## src/hdl/rkc_pkg.sv

```systemverilog
`timescale 1ns / 1ps
package rkc_pkg;
  localparam int MaxWidthDef  = 1024;
  localparam int MaxKernelDef = 5;

  typedef enum logic [2:0] {
    MODE_BLUR    = 3'd0,
    MODE_BOX     = 3'd1,
    MODE_PREWITT = 3'd2,
    MODE_ROBERTS = 3'd3,
    MODE_SOBEL   = 3'd4,
    MODE_KIRSCH  = 3'd5,
    MODE_MDIF    = 3'd6,
    MODE_NONE    = 3'd7
  } mode_t;

  localparam logic [1:0] REG_MODE   = 2'd0;
  localparam logic [1:0] REG_WIDTH  = 2'd1;
  localparam logic [1:0] REG_HEIGHT = 2'd2;

  typedef logic [7:0] pix_t;
  // One window column: index 0 is the oldest row, 4 the newest pixel.
  typedef pix_t col5_t [5];

  // Word handed from the front end to the back end.
  typedef struct packed {
    logic [2:0]  mode;
    logic [9:0]  cc;
    logic [11:0] cr;
    logic        fdone;
    logic [5*8-1:0] r_col;
    logic [5*8-1:0] g_col;
    logic [5*8-1:0] b_col;
  } fe_word_t;

  // Combined 3x3 kernel weight (pair 0 plus pair 1 share one division only
  // when applied separately, so both are kept).
  function automatic logic signed [3:0] k3w(input logic [2:0] m, input logic p,
                                            input int dy, input int dx);
    logic signed [3:0] w;
    w = 4'sd0;
    case (m)
      MODE_BLUR: if (!p) w = (dy == 1 && dx == 1) ? 4'sd4 :
                       ((dy == 1 || dx == 1) ? 4'sd2 : 4'sd1);
      MODE_BOX: if (!p) w = 4'sd1;
      MODE_PREWITT: begin
        if (!p) w = (dx == 0) ? -4'sd1 : ((dx == 2) ? 4'sd1 : 4'sd0);
        else    w = (dy == 0) ? -4'sd1 : ((dy == 2) ? 4'sd1 : 4'sd0);
      end
      MODE_ROBERTS: begin
        if (!p) w = (dy == 1 && dx == 2) ? 4'sd1 : ((dy == 2 && dx == 1) ? -4'sd1 : 4'sd0);
        else    w = (dy == 1 && dx == 1) ? -4'sd1 : ((dy == 2 && dx == 2) ? 4'sd1 : 4'sd0);
      end
      MODE_SOBEL: begin
        if (!p) w = (dx == 1) ? 4'sd0 : (((dx == 0) ? -4'sd1 : 4'sd1) *
                    ((dy == 1) ? 4'sd2 : 4'sd1));
        else    w = (dy == 1) ? 4'sd0 : (((dy == 0) ? -4'sd1 : 4'sd1) *
                    ((dx == 1) ? 4'sd2 : 4'sd1));
      end
      MODE_KIRSCH: begin
        if (!p) w = (dx == 2) ? 4'sd5 : ((dy == 1 && dx == 1) ? 4'sd0 : -4'sd3);
        else    w = (dy == 2) ? 4'sd5 : ((dy == 1 && dx == 1) ? 4'sd0 : -4'sd3);
      end
      default: w = 4'sd0;
    endcase
    return w;
  endfunction

  function automatic logic signed [2:0] k5w(input logic p, input int dy, input int dx);
    logic signed [2:0] w;
    logic signed [2:0] a;
    a = 3'sd0;
    if (!p) begin
      case (dy)
        0, 4:    a = (dx == 1 || dx == 3) ? 3'sd1 : 3'sd0;
        2:       a = (dx == 2) ? 3'sd0 : ((dx == 1 || dx == 3) ? 3'sd3 : 3'sd1);
        default: a = (dx == 2) ? 3'sd0 : ((dx == 1 || dx == 3) ? 3'sd2 : 3'sd1);
      endcase
      // The left half of the vertical kernel is negative.
      w = (dx < 2) ? -a : a;
    end else begin
      case (dy)
        0, 4:    a = (dx == 0 || dx == 4) ? 3'sd0 : 3'sd1;
        2:       a = 3'sd0;
        default: a = (dx == 2) ? 3'sd3 : ((dx == 1 || dx == 3) ? 3'sd2 : 3'sd1);
      endcase
      // The upper half of the horizontal kernel is negative.
      w = (dy < 2) ? -a : a;
    end
    return w;
  endfunction
endpackage

```

## src/hdl/rkc_queue.sv

```systemverilog
`timescale 1ns / 1ps
module rkc_queue import rkc_pkg::*; (
  input  logic     clk,
  input  logic     rst_n,
  input  logic     push,
  input  fe_word_t din,
  input  logic     din_emit,
  output logic     full,
  input  logic     pop,
  output logic     empty,
  output fe_word_t dout,
  output logic     dout_emit
);
  localparam int Depth = 4;
  fe_word_t    q_r [Depth];
  logic        e_r [Depth];
  logic [1:0]  wp_r, rp_r;
  logic [2:0]  cnt_r;

  assign full  = (cnt_r == 3'(Depth));
  assign empty = (cnt_r == 3'd0);
  assign dout  = q_r[rp_r];
  assign dout_emit = e_r[rp_r];

  always_ff @(posedge clk) begin
    if (push && !full) begin
      q_r[wp_r] <= din;
      e_r[wp_r] <= din_emit;
    end
  end

  always_ff @(posedge clk) begin
    if (!rst_n) begin
      wp_r <= '0;
      rp_r <= '0;
      cnt_r <= '0;
    end else begin
      if (push && !full) wp_r <= wp_r + 2'd1;
      if (pop && !empty) rp_r <= rp_r + 2'd1;
      cnt_r <= cnt_r + 3'(push && !full) - 3'(pop && !empty);
    end
  end
endmodule

```

## config.mk

```make
export PLATFORM = sky130hd
export DESIGN_NAME = rkc_queue
export DESIGN_NICKNAME = d
export VERILOG_FILES = /design/src/hdl/rkc_pkg.sv /design/src/hdl/rkc_queue.sv
export SDC_FILE = /design/constraint.sdc
export NUM_CORES = 1
export LEC_CHECK = 0
export ABC_CLOCK_PERIOD_IN_PS = 6050
export BUFFER_PORTS_ARGS = -buffer_cell sky130_fd_sc_hd__buf_2
export CORE_MARGIN = 2
export CORE_UTILIZATION = 25
export DETAILED_ROUTE_END_ITERATION = 10
export HOLD_SLACK_MARGIN = 0.05
export PLACE_DENSITY = 0.45
export SYNTH_ARGS = -nofsm -noshare
export SYNTH_HDL_FRONTEND = slang
export SYNTH_SLANG_ARGS = --single-unit
export TNS_END_PERCENT = 1
```

## constraint.sdc

```tcl
create_clock -name clk -period 6.05 [get_ports clk]
set_input_delay 0.9075 -clock clk [delete_from_list [all_inputs] [get_ports clk]]
set_output_delay 0.9075 -clock clk [all_outputs]
set_load 0.02 [all_outputs]
```

==> results of run 1 <==
[kinds of logic (layout without fill, tap and decap cells)]
logic type / after synthesis / after routing / synth area share (%)
XOR/XNOR: 2 / 2 / 0.0802
other: 0 / 3 / 0
AND/OR/NAND/NOR: 19 / 19 / 0.499
flip-flops: 597 / 597 / 81.7
adder cells (fa/ha/maj): 7 / 7 / 0.436
buffers and inverters: 41 / 443 / 1.93
AO/OA/AOI/OAI: 4 / 4 / 0.103
multiplexers: 149 / 149 / 15.3
[cells in the final DEF, fill, tap and decap left out, drive strengths merged]
cell / n
edfxtp: 588
buf: 313
mux4: 147
clkbuf: 85
clkinv: 24
inv: 13
dfxtp: 9
bufinv: 7
and2: 7
nand2: 6
ha: 6
diode: 3
o21ai: 3
nor2b: 2
mux2i: 2
xnor2: 2
nor3: 1
nor3b: 1
or3: 1
a21boi: 1
or4bb: 1
fa: 1
clkinvlp: 1
[layout make-up]
cell class	count	area, um2	area share (%)
Sequential cell	597	17800	66.4
Multi-Input combinational cell	181	3580	13.3
Clock buffer	85	1830	6.81
Timing Repair Buffer	313	1690	6.29
Tap cell	1155	1450	5.38
Clock inverter	39	434	1.62
Inverter	6	22.5	0.0839
Antenna cell	3	7.51	0.0280
[registers in the layout, summed over array words and instances, names as in the netlist, named ones only]
name	cells
wp_r	2
e_r	4
cnt_r	3
q_r	584
rp_r	2
[cells in the mapped netlist (2+ instances only)]
master and n:
and2_1 7, buf_12 14, buf_2 14, clkbuf_1 4
dfxtp_1 9, edfxtp_1 588, ha_1 6, inv_1 6
mux2i_1 2, mux4_2 147, nand2_1 6, nor2b_1 2
o21ai_0 3, xnor2_1 2
[worst max-delay path by stage]
stage,startpoint,to,slack [ns],depth (start not counted)
2_1_floorplan,push,e_r[2],0.87,3
3_3_place_gp,push,q_r[1][81],2.74,5
3_5_place_dp,push,q_r[1][81],2.69,5
4_1_cts,flop,dout[13],2.39,3
5_1_grt,flop,dout[13],2.36,3
6_report,flop,dout[123],2.52,3
[power breakdown]
group          switching, uW  leakage, uW  total (uW)  internal (uW)
logic                   1530      0.00218        2530           1000
registers               99.8      0.00546        5120           5020
clock network           1650      0.00110        4120           2470
total                   3280      0.00875       11800           8490
[stage by stage]
step | total power (uW) | cells | utilization, % | cell area [um2] | setup WS, ns
after global routing | 12300 | 2376 | 31.0 | 26800 | 2.36
after detailed placement | 7860 | 2252 | 28.4 | 24600 | 2.69
after floorplan | 7080 | 819 | - | 21800 | 0.871
after CTS | 12100 | 2376 | 31.0 | 26800 | 2.39
after global placement | 7840 | 2252 | 28.4 | 24600 | 2.74
final | 11800 | 2379 | 31.0 | 26900 | 2.52
[metal layers]
layer,up-vias,routed length (um),GRT usage (%)
met5,-,72,0
met4,12,995,3.57
met3,76,3410,3.73
met2,243,23300,17.3
met1,5140,19100,12.3
li1,4268,-,-
[tightest hold or removal path, stage by stage (launching register included)]
cell and delay [ns]:
dfxtp_1 0.34, nand2_1 0.07, mux2i_1 0.05
==> flow_metrics.env, run 1 <==
export IMPL_outcome="finished clean"
export IMPL_period_minus_slack_ns=3.53
export IMPL_synth_seq_cells=597
export IMPL_maxCapViolations=0
export IMPL_ir_drop_v=0.000217
export IMPL_leakage_uw=0.00875
export IMPL_cpPeakStageDelay_ns=0.76
export IMPL_wl_per_cell_um=19.7
export IMPL_required_ns=5.14
export IMPL_grt_max_degree=75
export IMPL_path_buf_inv=2
export IMPL_cts_clk_slew_worst_paths_ns=0.06
export IMPL_cts_repair_resized=0
export IMPL_postCtsSetupBuffers=0
export IMPL_reg2reg_slack_ns=3.28
export IMPL_synthCells=819
export IMPL_holdPathStages=2
export IMPL_yosys_most_used_dff="edfxtp_1"
export IMPL_async_reset_ff_share_pct=0
export IMPL_worst_slew_margin_rel_pct=44.6
export IMPL_finalHoldViolCount=0
export IMPL_avgSynthCellArea_um2=26.7
export IMPL_post_route_period_util_pct=58.4
export IMPL_synth_edf_count=588
export IMPL_io_buffer_count=299
export IMPL_synth_area_um2=21800
export IMPL_yosysTopAreaCellShare_pct=80.9
export IMPL_grt_pass1_vias=10600
export IMPL_grt_ovfl_total=0
export IMPL_dieArea_um2=89700
export IMPL_nets=1327
export IMPL_fillers=8307
export IMPL_holdPathEnd="wp_r[1]"
export IMPL_die_x_um=300
export IMPL_cp_top_family="buffers and inverters"
export IMPL_hp_class="flop to flop"
export IMPL_worstPathArrival_ns=2.62
export IMPL_cts_made_buffers=70
export IMPL_critPathSlowestCell="dfxtp_4"
export IMPL_fin_setup_tns_ns=0
export IMPL_grtUsageTotal_pct=10.3
export IMPL_criticalPathCategory="flop to output pin"
export IMPL_ctsHoldBuffers=0
export IMPL_yosys_area_top_type="edfxtp_1"
export IMPL_die_h_um=300
export IMPL_rows=108
export IMPL_cellPowerDensity_nw_per_um2=438
export IMPL_skew_ns=0.0158
export IMPL_start_util_pct=25.2
export IMPL_cts_tree="yes"
export IMPL_clk_latency_ns=0.59
export IMPL_drc=0
export IMPL_grt_setup_unrepaired="false"
export IMPL_io_pins=300
export IMPL_hold_ws_ns=0.503
export IMPL_synth_nets=977
export IMPL_cts_htree_levels=3
export IMPL_finalMaxSlewViolations=0
export IMPL_viasPerCell=4.09
export IMPL_worstPathCellList="buf_4 -> mux4_2 -> buf_2"
export IMPL_r2r_start="cnt_r[2]"
export IMPL_cts_root_buffer="clkbuf_16"
export IMPL_area_growth_pct=23.0
export IMPL_dp_hpwl_um=26900
export IMPL_cts_sinks=597
export IMPL_ant_nets=0
export IMPL_grt_pass1_wl_um=68800
export IMPL_worstReg2RegEnd="q_r[1][94]"
export IMPL_drtIter0Drc=485
export IMPL_drive_gt1_share_pct=46.1
export IMPL_fmax_mhz=283
export IMPL_end_kind="output pin"
export IMPL_worstMarginPinSlew_ns=0.831
export IMPL_coreArea_um2=86600
export IMPL_antenna_found_initial=8
export IMPL_ys_seq_area_share_pct=81.7
export IMPL_synth_area_leaders="edfxtp_1, mux4_2, buf_12"
export IMPL_reg2reg_depth=5
export IMPL_setup_viol=0
export IMPL_yosysWarnings=0
export IMPL_routed_via_count=9739
export IMPL_yosysUniqueCellTypes=23
export IMPL_gp_congestion=0.674
export IMPL_holdCritStartpoint="wp_r[1]"
export IMPL_cts_buffer_depth=3
export IMPL_routed_wl_um=46900
export IMPL_crit_fanout=40
export IMPL_first_pass_iters=6
export IMPL_start_kind="flop"
No activity file was read; power rests on OpenSTA's default activity.
==> run 2, diff against run 1 <==
--- a/config.mk
+++ b/config.mk
@@ -5,13 +5,13 @@
 export SDC_FILE = /design/constraint.sdc
 export NUM_CORES = 1
 export LEC_CHECK = 0
-export ABC_CLOCK_PERIOD_IN_PS = 6050
+export ABC_CLOCK_PERIOD_IN_PS = 3200
 export BUFFER_PORTS_ARGS = -buffer_cell sky130_fd_sc_hd__buf_2
 export CORE_MARGIN = 2
 export CORE_UTILIZATION = 25
 export DETAILED_ROUTE_END_ITERATION = 10
 export HOLD_SLACK_MARGIN = 0.05
-export PLACE_DENSITY = 0.45
+export PLACE_DENSITY = 0.47
 export SYNTH_ARGS = -nofsm -noshare
 export SYNTH_HDL_FRONTEND = slang
 export SYNTH_SLANG_ARGS = --single-unit
==> constraint.sdc (replaced) <==
create_clock -name clk -period 3.2 [get_ports clk]
set_input_delay 0.48 -clock clk [delete_from_list [all_inputs] [get_ports clk]]
set_output_delay 0.48 -clock clk [all_outputs]
set_load 0.02 [all_outputs]
==> run 2 against run 1 <==
Register-to-register slack got worse by 2.6 ns. Sequential share of layout area shrank 1.9 points. Routed wire length increased by 4.5%. Via count grew 3.1%. Clock skew grew 0.010 ns. Core utilization increased by 0.90 points. Largest power group unchanged. Non-clock buffer count grew 86.
==> flow_metrics.env, run 2 (synthesis gave the netlist of run 1 again) <==
export IMPL_routed_via_count=10000
export IMPL_clk_latency_ns=0.59
export IMPL_first_pass_iters=6
export IMPL_outcome="finished clean"
export IMPL_crit_fanout=22
export IMPL_antenna_found_initial=3
export IMPL_cts_sinks=597
export IMPL_start_util_pct=25.2
export IMPL_place_ws_ns=0.647
export IMPL_final_core_util_pct=31.9
export IMPL_largest_register_ffs=584
export IMPL_antenna_cells=0
export IMPL_ant_nets=0
export IMPL_drive_gt1_share_pct=46.7
export IMPL_dieArea_um2=89700
export IMPL_final_cell_mix="edfxtp_1, buf_2, mux4_2"
export IMPL_power_frac_clock_pct=32.8
export IMPL_wl_per_cell_um=19.9
export IMPL_grtUsageTotal_pct=10.9
export IMPL_dp_cells=2299
export IMPL_cts_clk_slew_worst_paths_ns=0.06
export IMPL_drc=0
export IMPL_cts_htree_levels=3
export IMPL_nets=1411
export IMPL_worstMarginPinSlew_ns=0.734
export IMPL_cts_made_buffers=68
export IMPL_routed_wl_um=48900
export IMPL_cts_buffer_depth=3
export IMPL_worst_slew_margin_rel_pct=51.1
export IMPL_die_h_um=300
export IMPL_grt_pass1_wl_um=72300
export IMPL_coreArea_um2=86600
export IMPL_io_pins=300
export IMPL_skew_ns=0.0263
export IMPL_cts_tree="yes"
export IMPL_post_route_period_util_pct=89.5
export IMPL_p_sw_share_pct=28.2
export IMPL_grt_ovfl_total=0
export IMPL_reg2reg_depth=9
export IMPL_maxCapViolations=0
export IMPL_p_int_uw=15900
export IMPL_ir_drop_v=0.000417
export IMPL_cellPowerDensity_nw_per_um2=802
export IMPL_area_growth_pct=26.6
export IMPL_grt_max_degree=65
export IMPL_gp_congestion=0.690
export IMPL_rows=108
export IMPL_finalHoldViolCount=0
export IMPL_fmax_mhz=349
export IMPL_cts_root_buffer="clkbuf_16"
export IMPL_finalMaxSlewViolations=0
export IMPL_hp_class="input pin to flop"
export IMPL_hold_ws_ns=0.107
export IMPL_viasPerCell=4.08
export IMPL_p_switching_uw=6260
export IMPL_setup_ws_ns=0.336
export IMPL_final_common_cell="edfxtp_1"
export IMPL_die_x_um=300
export IMPL_comb_power_share_pct=23.3
export IMPL_leakage_uw=0.00912
export IMPL_top_register="q_r"
export IMPL_reg_top3="q_r x584, e_r x4, cnt_r x3"
export IMPL_worstPathArrival_ns=2.38
export IMPL_io_buffer_count=299
export IMPL_period_minus_slack_ns=2.86
export IMPL_finalNonFillerCells=2458
export IMPL_required_ns=2.72
export IMPL_power_frac_seq_pct=43.9
export IMPL_start_kind="flop"
export IMPL_end_kind="output pin"
export IMPL_dp_hpwl_um=31000
export IMPL_setup_viol=0
export IMPL_grt_setup_unrepaired="false"
export IMPL_criticalPathCategory="flop to output pin"
export IMPL_drtIter0Drc=414
export IMPL_holdPathStages=1
export IMPL_grt_pass1_vias=11000
-- run 2: changes by cell type in the layout (fill, tap and decap cells not counted), sizes merged --
cell         delta
buf            +47
bufinv          -4
clkbuf          -3
clkinvlp        +5
diode           -3
dlygate4sd3    +39
inv             -2
-- run 2: routing by layer --
layer  wire length [um]  vias up  global-route usage, %
met4               1070        4                   3.21
met3               2650       79                   3.23
met5                 23        -                      0
met2              24900      253                   18.5
li1                   -     4419                      -
met1              20300     5282                   13.3
-- run 2: per-stage QoR --
step                      total power [uW]  setup TNS [ns]  area, um2
after floorplan                      13400         -470.98      21800
after CTS                            22700               0      27600
final                                22200               0      27600
after global placement               15200               0      25200
after detailed placement             15200               0      25200
after global routing                 23200               0      27600
-- run 2: final timing paths --
check	endpoint	slack, ns	startpoint
worst min register to register	flop	0.49	rp_r[0]
worst max-delay path	dout[86]	0.34	flop
worst min-delay path	q_r[2][140]	0.11	din[140]
worst max register to register	cnt_r[2]	0.69	cnt_r[1]
-- run 2: cell type report --
cell class / count / area [um2]
fillers: 8306 / 59000
flip-flops and latches: 597 / 17800
multi-input cells: 181 / 3580
repair buffers: 399 / 2650
clock buffers: 82 / 1780
well taps: 1155 / 1450
clock inverters: 38 / 322
inverters: 6 / 22.5
-- run 2: what timing repair did --
| action | 4_1_cts | 5_1_grt |
|---|---|---|
| endpoints found under the hold margin | 133 | 0 |
| resized for setup | 0 | 0 |
| hold buffers | 39 | 0 |
| setup buffers | 0 | 0 |
-- run 2: critical path, cell delays in order (launching register included) --
cell	delay [ns]
dfxtp_4	0.76
buf_12	0.28
mux4_2	0.54
buf_2	0.18
-- run 2: power by group through the flow --
stage,clock (uW),combinational [uW],sequential (uW)
global placement,0,5300,9860
detailed placement,0,5310,9910
global route,7840,5550,9800
CTS,7550,5370,9750
finish,7270,5170,9720
floorplan,0,3520,9850
